==> src/hdl/qoi_pkg.sv <==
// Package with the types, constants and tables of the quaternion integrator.
`default_nettype none
package qoi_pkg;

  localparam int QOI_COMPONENT_WIDTH = 32;
  localparam int QOI_NORM_ITERATIONS = 4;

  localparam logic [30:0] SEED_SMALL_M = 31'd912680550;
  localparam logic [30:0] SEED_LARGE_M = 31'd644245094;

  typedef enum logic [4:0] {
    OP_NONE,
    OP_LATCH,
    OP_SQ,
    OP_SQ_ACC,
    OP_NORM_INIT,
    OP_NORM_STEP,
    OP_SEED,
    OP_NT_A,
    OP_NT_B,
    OP_NT_C,
    OP_NT_D,
    OP_NT_E,
    OP_NT_F,
    OP_SC_MUL,
    OP_SC_WR,
    OP_ZERO,
    OP_RT_MUL,
    OP_RT_ACC,
    OP_DT_HI_MUL,
    OP_DT_HI,
    OP_DT_LO_MUL,
    OP_DT_WR,
    OP_COMMIT
  } dp_op_t;

  typedef enum logic [4:0] {
    ST_IDLE,
    ST_START,
    ST_SQ_MUL,
    ST_SQ_ACC,
    ST_NORM_INIT,
    ST_NORM,
    ST_SEED,
    ST_NT_A,
    ST_NT_B,
    ST_NT_C,
    ST_NT_D,
    ST_NT_E,
    ST_NT_F,
    ST_SC_MUL,
    ST_SC_WR,
    ST_ZERO,
    ST_RT_MUL,
    ST_RT_ACC,
    ST_DT_HI_MUL,
    ST_DT_HI,
    ST_DT_LO_MUL,
    ST_DT_WR,
    ST_DONE
  } state_t;

  typedef struct packed {
    dp_op_t     op;
    logic [1:0] idx;
    logic [1:0] term;
  } cmd_t;

  typedef struct packed {
    logic kind;
    logic all_zero;
    logic norm_done;
  } stat_t;

  typedef struct packed {
    logic [1:0] a_idx;
    logic [1:0] w_idx;
    logic       neg;
  } rt_sel_t;

  // Operand selection of the Hamilton product q * (0, wx, wy, wz).
  function automatic rt_sel_t rt_sel(input logic [1:0] comp, input logic [1:0] term);
    rt_sel_t s;
    s = '0;
    unique case ({comp, term})
      4'b0000: s = '{a_idx: 2'd1, w_idx: 2'd0, neg: 1'b1};
      4'b0001: s = '{a_idx: 2'd2, w_idx: 2'd1, neg: 1'b1};
      4'b0010: s = '{a_idx: 2'd3, w_idx: 2'd2, neg: 1'b1};
      4'b0100: s = '{a_idx: 2'd0, w_idx: 2'd0, neg: 1'b0};
      4'b0101: s = '{a_idx: 2'd2, w_idx: 2'd2, neg: 1'b0};
      4'b0110: s = '{a_idx: 2'd3, w_idx: 2'd1, neg: 1'b1};
      4'b1000: s = '{a_idx: 2'd0, w_idx: 2'd1, neg: 1'b0};
      4'b1001: s = '{a_idx: 2'd3, w_idx: 2'd0, neg: 1'b0};
      4'b1010: s = '{a_idx: 2'd1, w_idx: 2'd2, neg: 1'b1};
      4'b1100: s = '{a_idx: 2'd0, w_idx: 2'd2, neg: 1'b0};
      4'b1101: s = '{a_idx: 2'd1, w_idx: 2'd1, neg: 1'b0};
      4'b1110: s = '{a_idx: 2'd2, w_idx: 2'd0, neg: 1'b1};
      default: s = '0;
    endcase
    return s;
  endfunction

endpackage
`default_nettype wire

==> src/hdl/qoi_ctrl.sv <==
// Controller state machine that sequences the integrator datapath.
`default_nettype none
module qoi_ctrl #(
  parameter int NORM_ITERATIONS = qoi_pkg::QOI_NORM_ITERATIONS
) (
  input  logic           clk,
  input  logic           rst_n,
  input  logic           in_valid,
  output logic           in_ready,
  output logic           out_valid,
  input  logic           out_ready,
  input  qoi_pkg::stat_t stat,
  output qoi_pkg::cmd_t  cmd
);
  import qoi_pkg::*;

  localparam int IW = (NORM_ITERATIONS > 1) ? $clog2(NORM_ITERATIONS) : 1;

  state_t        state_r, state_nxt;
  logic [1:0]    idx_r, idx_nxt;
  logic [1:0]    term_r, term_nxt;
  logic [IW-1:0] iter_r, iter_nxt;
  logic          out_valid_r, out_valid_nxt;
  logic          out_free;

  assign out_free = !out_valid_r || out_ready;

  always_comb begin
    state_nxt = state_r;
    idx_nxt   = idx_r;
    term_nxt  = term_r;
    iter_nxt  = iter_r;
    unique case (state_r)
      ST_IDLE: begin
        if (in_valid) begin
          state_nxt = ST_START;
        end
      end
      ST_START: begin
        idx_nxt  = 2'd0;
        term_nxt = 2'd0;
        priority if (stat.kind) begin
          state_nxt = ST_RT_MUL;
        end else if (stat.all_zero) begin
          state_nxt = ST_ZERO;
        end else begin
          state_nxt = ST_SQ_MUL;
        end
      end
      ST_SQ_MUL: state_nxt = ST_SQ_ACC;
      ST_SQ_ACC: begin
        if (idx_r == 2'd3) begin
          state_nxt = ST_NORM_INIT;
        end else begin
          idx_nxt   = idx_r + 2'd1;
          state_nxt = ST_SQ_MUL;
        end
      end
      ST_NORM_INIT: state_nxt = ST_NORM;
      ST_NORM: begin
        if (stat.norm_done) begin
          state_nxt = ST_SEED;
        end
      end
      ST_SEED: begin
        iter_nxt  = '0;
        state_nxt = ST_NT_A;
      end
      ST_NT_A: state_nxt = ST_NT_B;
      ST_NT_B: state_nxt = ST_NT_C;
      ST_NT_C: state_nxt = ST_NT_D;
      ST_NT_D: state_nxt = ST_NT_E;
      ST_NT_E: state_nxt = ST_NT_F;
      ST_NT_F: begin
        if (iter_r == IW'(NORM_ITERATIONS - 1)) begin
          idx_nxt   = 2'd0;
          state_nxt = ST_SC_MUL;
        end else begin
          iter_nxt  = iter_r + 1'b1;
          state_nxt = ST_NT_A;
        end
      end
      ST_SC_MUL: state_nxt = ST_SC_WR;
      ST_SC_WR: begin
        if (idx_r == 2'd3) begin
          state_nxt = ST_DONE;
        end else begin
          idx_nxt   = idx_r + 2'd1;
          state_nxt = ST_SC_MUL;
        end
      end
      ST_ZERO: state_nxt = ST_DONE;
      ST_RT_MUL: state_nxt = ST_RT_ACC;
      ST_RT_ACC: begin
        if (term_r == 2'd2) begin
          term_nxt  = 2'd0;
          state_nxt = ST_DT_HI_MUL;
        end else begin
          term_nxt  = term_r + 2'd1;
          state_nxt = ST_RT_MUL;
        end
      end
      ST_DT_HI_MUL: state_nxt = ST_DT_HI;
      ST_DT_HI:     state_nxt = ST_DT_LO_MUL;
      ST_DT_LO_MUL: state_nxt = ST_DT_WR;
      ST_DT_WR: begin
        if (idx_r == 2'd3) begin
          state_nxt = ST_DONE;
        end else begin
          idx_nxt   = idx_r + 2'd1;
          state_nxt = ST_RT_MUL;
        end
      end
      ST_DONE: begin
        if (out_free) begin
          state_nxt = ST_IDLE;
        end
      end
      default: state_nxt = ST_IDLE;
    endcase
  end

  always_comb begin
    cmd.idx       = idx_r;
    cmd.term      = term_r;
    cmd.op        = OP_NONE;
    in_ready      = 1'b0;
    out_valid_nxt = out_valid_r && !out_ready;
    unique case (state_r)
      ST_IDLE: begin
        in_ready = 1'b1;
        if (in_valid) begin
          cmd.op = OP_LATCH;
        end
      end
      ST_SQ_MUL:    cmd.op = OP_SQ;
      ST_SQ_ACC:    cmd.op = OP_SQ_ACC;
      ST_NORM_INIT: cmd.op = OP_NORM_INIT;
      ST_NORM:      cmd.op = stat.norm_done ? OP_NONE : OP_NORM_STEP;
      ST_SEED:      cmd.op = OP_SEED;
      ST_NT_A:      cmd.op = OP_NT_A;
      ST_NT_B:      cmd.op = OP_NT_B;
      ST_NT_C:      cmd.op = OP_NT_C;
      ST_NT_D:      cmd.op = OP_NT_D;
      ST_NT_E:      cmd.op = OP_NT_E;
      ST_NT_F:      cmd.op = OP_NT_F;
      ST_SC_MUL:    cmd.op = OP_SC_MUL;
      ST_SC_WR:     cmd.op = OP_SC_WR;
      ST_ZERO:      cmd.op = OP_ZERO;
      ST_RT_MUL:    cmd.op = OP_RT_MUL;
      ST_RT_ACC:    cmd.op = OP_RT_ACC;
      ST_DT_HI_MUL: cmd.op = OP_DT_HI_MUL;
      ST_DT_HI:     cmd.op = OP_DT_HI;
      ST_DT_LO_MUL: cmd.op = OP_DT_LO_MUL;
      ST_DT_WR:     cmd.op = OP_DT_WR;
      ST_DONE: begin
        if (out_free) begin
          cmd.op        = OP_COMMIT;
          out_valid_nxt = 1'b1;
        end
      end
      default: cmd.op = OP_NONE;
    endcase
  end

  always_ff @(posedge clk) begin
    if (!rst_n) begin
      state_r     <= ST_IDLE;
      idx_r       <= '0;
      term_r      <= '0;
      iter_r      <= '0;
      out_valid_r <= 1'b0;
    end else begin
      state_r     <= state_nxt;
      idx_r       <= idx_nxt;
      term_r      <= term_nxt;
      iter_r      <= iter_nxt;
      out_valid_r <= out_valid_nxt;
    end
  end

  assign out_valid = out_valid_r;

endmodule
`default_nettype wire

==> config.mk <==
export PLATFORM = sky130hd
export DESIGN_NAME = qoi_ctrl
export DESIGN_NICKNAME = d
export VERILOG_FILES = /design/src/hdl/qoi_pkg.sv /design/src/hdl/qoi_ctrl.sv
export SDC_FILE = /design/constraint.sdc
export NUM_CORES = 1
export LEC_CHECK = 0
export ABC_AREA = 0
export BUFFER_PORTS_ARGS = -buffer_cell sky130_fd_sc_hd__buf_2
export CORE_UTILIZATION = 58
export DETAILED_ROUTE_END_ITERATION = 16
export GPL_TIMING_DRIVEN = 0
export PLACE_DENSITY_LB_ADDON = 0.1
export RECOVER_POWER = 50
export SETUP_SLACK_MARGIN = 0.1
export SYNTH_ARGS = -nofsm -noshare
export SYNTH_HDL_FRONTEND = slang
export SYNTH_SLANG_ARGS = --single-unit
==> constraint.sdc <==
create_clock -name clk -period 3.8 [get_ports clk]
set_input_delay 0.38 -clock clk [delete_from_list [all_inputs] [get_ports clk]]
set_output_delay 0.38 -clock clk [all_outputs]
set_load 0.01 [all_outputs]
After elaboration in Yosys (flattened, before gate mapping)
Index checks and enable logic that the tools add are counted.
Operators by class
  add/subtract/negate cells: 3
  equality and inequality tests: 31
  mux-type cells: 25
  reductions and logical operators: 12
Operators with widths (count)
  one-hot mux 5 bit (23 select lines): 1
  one-hot mux 5 bit (22 select lines): 1
  equality test 5 x 4 -> 1 bit, second input constant: 8
  equality test 5 bit, second input constant: 7
  two-way mux 5 bit: 6
  equality test 5 x 3 -> 1 bit, second input constant: 4
  != test 2 bit, second input constant: 6
  equality test 5 x 2 -> 1 bit, second input constant: 2
  two-way mux 2 bit: 5
  two-way mux 3 bit: 3
  two-way mux 4 bit: 2
  one-hot mux 2 bit (2 select lines): 2
  adder 2 x 1 -> 2 bit, second input constant: 3
  equality test 2 bit, second input constant: 3
  one-hot mux 2 bit (3 select lines): 1
  AND reduction 3 bit: 2
  equality test 5 x 1 -> 1 bit, second input constant: 1
  logical NOT 5 bit: 1
  two-way mux 1 bit: 4
  nonzero test 2 bit: 2
  nonzero test 3 bit: 1
  OR reduction 3 bit: 1
  logical NOT 1 bit: 2
  AND reduction 2 bit: 1
  2 further kinds: 2
Word-level totals
  bits in registers: 12
  bits of input ports: 7
  output and inout bits: 11
  logic and storage cells: 76

Logic depth before layout (Yosys ltp)
Gate-level depths: netlist of the first run.
  depth after elaboration: 4
  gate-level depth with buffers: 7
  depth with buffers taken out: 6

Worst setup path after synthesis of the first run
Ideal clock, no wire load.
  kind: register to register
  start point: register idx_r[0]
  end point: register state_r[1]
  setup time: 0.127 ns
  data arrival time: 1.417 ns
  data required time: 3.673 ns
  path slack: 2.256 ns
  cell stages (with the launch flop): 8
  path buffers: 1
  clock period less this slack: 1.544 ns
  cell sequence: dfxtp_1 ha_1 clkbuf_1 o21ai_0 nand3b_1 a21oi_1 o41ai_1 a21boi_1
On the way
  cells in the longest elaborated chain, start to end: 3
  elaborated cells between the ends (all ways): 5
  classes of those cells: eq/ne (1); mux (4)
RTL lines
  from (decl): line qoi_ctrl.sv:20  | logic [1:0] idx_r, idx_nxt;
  from (signal assigned): line qoi_ctrl.sv:175  | idx_r <= idx_nxt;
  equality test 2 bit *: line qoi_ctrl.sv:52, qoi_ctrl.sv:85, qoi_ctrl.sv:107
  two-way mux 3 bit, or another cell as far along: line qoi_ctrl.sv:107  | if (idx_r == 2'd3) begin
  one-hot mux 5 bit (23 select lines) *: line qoi_ctrl.sv:33  | unique case (state_r)
  to (signal assigned): line qoi_ctrl.sv:174  | state_r <= state_nxt;
  to (decl): line qoi_ctrl.sv:19  | state_t state_r, state_nxt;
Every way passes the cells marked *; elsewhere a longest branch is shown, timed or not.
A chain may end at the register's enable or synchronous reset.

==> results of run 1 <==
[metrics by stage]
stage            util  instance area, um^2
6_report       0.7199                 1122
5_1_grt        0.7199                 1122
4_1_cts        0.7271                 1134
3_5_place_dp   0.7127                 1111
3_3_place_gp   0.7127                 1111
2_1_floorplan       -                 1006
[cell type report]
class / count / area share
Timing Repair Buffer: 17 / 0.07023
Tap cell: 16 / 0.01784
Sequential cell: 12 / 0.2140
Buffer: 12 / 0.05463
Multi-Input combinational cell: 106 / 0.6132
Clock buffer: 3 / 0.02007
Inverter: 3 / 0.01003
[routing by layer]
metal	wire length, um	share of wire	global-route usage
met3	240	0.091	0.03333
met4	48	0.018	0.1188
met5	0	0	0
met2	1231	0.47	0.5134
met1	1118	0.42	0.4205
[cell usage after synthesis, types with 4 or more instances]
cell type	count	share of area
nand2_1	12	0.045
nor2_1	7	0.026
buf_2	8	0.040
dfxtp_1	12	0.24
nand3_1	4	0.020
a21oi_1	4	0.020
nor2b_1	11	0.068
nand2b_1	4	0.025
o21ai_0	11	0.055
nor3b_1	4	0.030
[state kept, by name, summed over array words and instances, names as in the netlist]
signal     cells
term_r         2
idx_r          2
out_valid      1
state_r        5
iter_r         2
[critical path, delay by kind of cell (launching register included)]
kind            cells  cell delay, ns
buf+inv             3            0.87
compound gates      2            0.34
flops               1            0.37
[logic make-up after synthesis]
kind of cell	Yosys count	share of synthesized area
buf+inv	15	0.07712
mux	1	0.009951
compound gates	41	0.2774
simple gates	62	0.3719
flops	12	0.2388
fa+ha+maj	2	0.02487
[path summary, 6_finish.rpt]
check	startpoint	endpoint	slack, ns	depth (start not counted)
max	state_r[3]	cmd[6]	1.56	5
max reg2reg	state_r[3]	state_r[1]	1.95	5
min	rst_n	state_r[0]	0.43	2
min reg2reg	idx_r[1]	idx_r[1]	0.51	2
[cells in the final DEF, fill, tap and decap left out, types with 3 or more instances in the layout]
cell and instances:
nor3_1 3, and2_1 3, clkbuf_1 9, dfxtp_1 12, nor3b_1 4, o21ai_0 11, nand2_1 12, nand3_1 4
buf_2 19, nor2b_1 11, nor2_1 7, a21oi_1 4, nand2b_1 4, clkbuf_4 3, inv_1 3
[power groups by stage]
stage,registers [mW],logic (mW),clock network [mW]
floorplan,0.147,0.176,0
global placement,0.148,0.231,0
detailed placement,0.148,0.237,0
CTS,0.145,0.238,0.0826
global route,0.147,0.264,0.0860
finish,0.145,0.242,0.0814
==> results.sh, run 1 <==
export IMPL_status="complete, but fails checks"
export IMPL_violations="design-rule violations"
export IMPL_fin_skew_ns=0.0003925
export IMPL_cap_viol_max_count=0
export IMPL_synth_cell_types=48
export IMPL_cts_resized=0
export IMPL_dpl_hpwl_um=1938
export IMPL_cts_inserted_buffers=3
export IMPL_dp_cells=166
export IMPL_start_kind="flop"
export IMPL_clockBufferDepth=2
export IMPL_leakage_nw=0.4387
export IMPL_tightest_slew_ns=0.4289
export IMPL_worstHoldPathType="input pin to flop"
export IMPL_drc=3
export IMPL_rows=14
export IMPL_path_class="flop to primary output"
export IMPL_clk_latency_ns=0.28
export IMPL_dr_total_vias=1112
export IMPL_routabilityCongestion=0.9487
export IMPL_min_period_ns=2.238
export IMPL_viasPerCell=6.580
export IMPL_worst_path_max_delay_cell="clkbuf_1"
export IMPL_syn_avg_cell_area_um2=7.564
export IMPL_ys_seq_elements=12
export IMPL_synthFlopType="dfxtp_1"
export IMPL_grt_max_degree=11
export IMPL_initial_core_util=0.6453
export IMPL_relSlewSlack=0.7141
export IMPL_hold_buffers=0
export IMPL_cp_max_fo=10
export IMPL_multiInputGateArea_um2=688.2
export IMPL_clkTransAtPathRegs_ns=0.07
export IMPL_cts_max_level=1
export IMPL_grt_util_all_layers=0.3129
export IMPL_pwr_share_seq=0.310
export IMPL_yosys_warnings=0
export IMPL_tns_ns=0
export IMPL_drv_slew=0
export IMPL_grt_setup_unrepaired="no"
export IMPL_die_y_um=43.65
export IMPL_finalSetupViolCount=0
export IMPL_portBuffers=17
export IMPL_switchingPower_mw=0.1994
export IMPL_period_share=0.5889
export IMPL_internal_power_mw=0.2690
export IMPL_antenna_found_initial=0
export IMPL_cts_root_buf="clkbuf_4"
export IMPL_place_ws_ns=2.132
export IMPL_grt_pass1_wl_um=4498
export IMPL_end_kind="primary output"
export IMPL_grt_pass1_vias=1026
export IMPL_cp_arrival_ns=1.86
export IMPL_power_density_nw_per_um2=417.3
export IMPL_cp_required_ns=3.42
export IMPL_ioPinCount=18
export IMPL_die_x_um=43.65
export IMPL_drt_iter0_drc=83
export IMPL_insertedDiodeCount=0
export IMPL_syn_inst=133
export IMPL_post_cts_setup_buffer_count=0
export IMPL_wl_per_cell_um=15.60
export IMPL_clockPowerShare=0.174
export IMPL_dr_pass1_iters=11
export IMPL_drtAntennaViolNets=0
export IMPL_core_area_um2=1559
export IMPL_syn_area_um2=1006
export IMPL_irDropWorstVdd_v=0.0002229
export IMPL_whs_ns=0.4250
export IMPL_clock_fmax_ghz=0.4469
export IMPL_drive_above_1_share=0.1895
export IMPL_dieArea_um2=1905
export IMPL_async_flop_share=0
export IMPL_syn_to_final_growth_pct=11.57
export IMPL_ff_latch_area_um2=240.2
export IMPL_final_cell_count_no_fill=169
export IMPL_setup_ws_ns=1.562
export IMPL_path_common_cell="clkbuf_1"
export IMPL_nets=164
export IMPL_nFillCells=130
export IMPL_switching_share=0.4256
export IMPL_pwr_share_comb=0.516
export IMPL_max_stage_delay_ns=0.38
export IMPL_seq_area_frac_synth=0.2388
export IMPL_cts_tree="done"
export IMPL_cts_sinks=12
export IMPL_mappedNetlistNets=142
export IMPL_finalPower_mw=0.4684
export IMPL_wl_um=2637
export IMPL_synth_edf_count=0
export IMPL_hold_viol_final=0
export IMPL_worstPathCellList="clkbuf_1, clkbuf_1, a21oi_1, o221a_2, buf_2"
export IMPL_grt_overflow=0
Power figures use the tool's default switching activity.
==> inputs of run 2 (changes only) <==
- CORE_UTILIZATION: 58 -> 54
- clock period: 3.8 -> 2.1 ns (I/O delays scaled with it)
==> results.sh, run 2 (same netlist as run 1, synthesis figures left out) <==
export IMPL_cp_arrival_ns=1.62
export IMPL_whs_ns=0.2521
export IMPL_setup_ws_ns=0.2655
export IMPL_grt_setup_unrepaired="no"
export IMPL_drv_slew=0
export IMPL_fin_skew_ns=0.008683
export IMPL_clkTransAtPathRegs_ns=0.08
export IMPL_tns_ns=0
export IMPL_grt_pass1_wl_um=4064
export IMPL_utilization=0.6523
export IMPL_period_share=0.8736
export IMPL_final_common_cell="buf_2"
export IMPL_r2r_setup_slack_ns=0.37
export IMPL_die_y_um=45.16
export IMPL_post_cts_setup_buffer_count=0
export IMPL_drtAntennaViolNets=0
export IMPL_multiInputGateArea_um2=688.2
export IMPL_cap_viol_max_count=0
export IMPL_worst_path_max_delay_cell="o311ai_0"
export IMPL_cts_resized=0
export IMPL_routabilityCongestion=0.9381
export IMPL_finalSetupViolCount=0
export IMPL_cts_max_level=1
export IMPL_most_common_layout_cells="buf_2, nand2_1, dfxtp_1"
export IMPL_r2r_start="idx_r[0]"
export IMPL_min_from="rst_n"
export IMPL_syn_to_final_growth_pct=13.18
export IMPL_portBuffers=17
export IMPL_grt_pass1_vias=934
export IMPL_ioPinCount=18
export IMPL_cts_tree="done"
export IMPL_crit_buf_inv=3
export IMPL_worstHoldPathType="input pin to flop"
export IMPL_clockBufferDepth=2
export IMPL_drt_iter0_drc=37
export IMPL_worstPathCellList="buf_4, buf_2, o311ai_0, nand3_1, buf_2"
export IMPL_cp_required_ns=1.89
export IMPL_place_ws_ns=0.4093
export IMPL_hold_viol_final=0
export IMPL_max_stage_delay_ns=0.36
export IMPL_cts_root_buf="clkbuf_4"
export IMPL_nFillCells=163
export IMPL_hold_path_depth=2
export IMPL_die_x_um=45.16
export IMPL_cts_inserted_buffers=3
export IMPL_cts_sinks=12
export IMPL_dp_cells=175
export IMPL_nets=164
export IMPL_dieArea_um2=2039
export IMPL_viasPerCell=6.208
export IMPL_start_kind="flop"
export IMPL_clock_fmax_ghz=0.5451
export IMPL_antenna_found_initial=0
export IMPL_status="complete, no violations"
export IMPL_path_common_cell="buf_2"
export IMPL_top_register="state_r"
export IMPL_ff_latch_area_um2=240.2
export IMPL_r2r_end="state_r[1]"
export IMPL_drive_above_1_share=0.2026
export IMPL_path_class="flop to primary output"
export IMPL_insertedDiodeCount=0
export IMPL_power_density_nw_per_um2=743.8
export IMPL_grt_max_degree=11
export IMPL_end_kind="primary output"
export IMPL_dr_pass1_iters=5
export IMPL_relSlewSlack=0.7124
export IMPL_dr_total_vias=1105
export IMPL_cp_max_fo=10
export IMPL_irDropWorstVdd_v=0.0004075
export IMPL_rows=15
export IMPL_grt_overflow=0
export IMPL_min_to="state_r[1]"
export IMPL_drc=0
export IMPL_dpl_hpwl_um=1827
export IMPL_grt_util_all_layers=0.2707
export IMPL_tightest_slew_ns=0.4313
export IMPL_ff2ff_path_depth=7
export IMPL_hold_buffers=0
export IMPL_crit_family="buffers and inverters"
export IMPL_core_area_um2=1745
export IMPL_clk_latency_ns=0.28
export IMPL_leakage_nw=0.4472
export IMPL_wl_um=2584
export IMPL_final_cell_count_no_fill=178
export IMPL_wl_per_cell_um=14.52
export IMPL_min_period_ns=1.835
export IMPL_largest_reg_flops=5
export IMPL_initial_core_util=0.5763
## run 2: changes by cell type in the layout (fill, tap and decap cells not counted), sizes merged
cell    delta
buf        +2
clkbuf     -2
## run 2: worst reg2reg max path: cells and delay by family (launching register included)
kind	cells	cell delay (ns)
compound gates	4	0.68
fa+ha+maj	1	0.15
simple gates	1	0.10
flops	1	0.38
buf+inv	1	0.29
## run 2: metal layers
| metal | share of wire | global-route usage |
|---|---|---|
| met1 | 0.45 | 0.3584 |
| met2 | 0.44 | 0.4522 |
| met3 | 0.082 | 0.02400 |
| met4 | 0.027 | 0.1030 |
| met5 | 0 | 0 |
## run 2: through the flow
step           area (um^2)  power [mW]
2_1_floorplan         1006      0.5843
3_3_place_gp          1122      0.6901
3_5_place_dp          1122      0.6945
4_1_cts               1145      0.8423
5_1_grt               1139      0.8953
6_report              1139      0.8468
## run 2: worst max path at each step
| stage | slack [ns] | from | to | cells after the start |
|---|---|---|---|---|
| 6_report | 0.27 | state_r[3] | cmd[4] | 5 |
| 5_1_grt | 0.19 | state_r[3] | cmd[4] | 5 |
| 4_1_cts | 0.25 | state_r[3] | cmd[4] | 5 |
| 3_5_place_dp | 0.41 | idx_r[0] | state_r[1] | 7 |
| 3_3_place_gp | 0.46 | idx_r[0] | state_r[1] | 7 |
| 2_1_floorplan | 0.56 | idx_r[0] | state_r[1] | 7 |
## run 2: report_power, final
part           leakage [nW]  switching [mW]  internal (mW)  total, mW
registers            0.0973          0.0165          0.248      0.265
clock network        0.0138          0.0798         0.0664      0.146
logic                 0.336           0.261          0.175      0.436
## run 2: layout make-up
class / instances / area share
multi-input combinational: 106 / 0.6044
sequential: 12 / 0.2110
timing repair buffer: 17 / 0.06923
buffer: 12 / 0.05824
tap: 25 / 0.02747
clock buffer: 3 / 0.01978
inverter: 3 / 0.009890
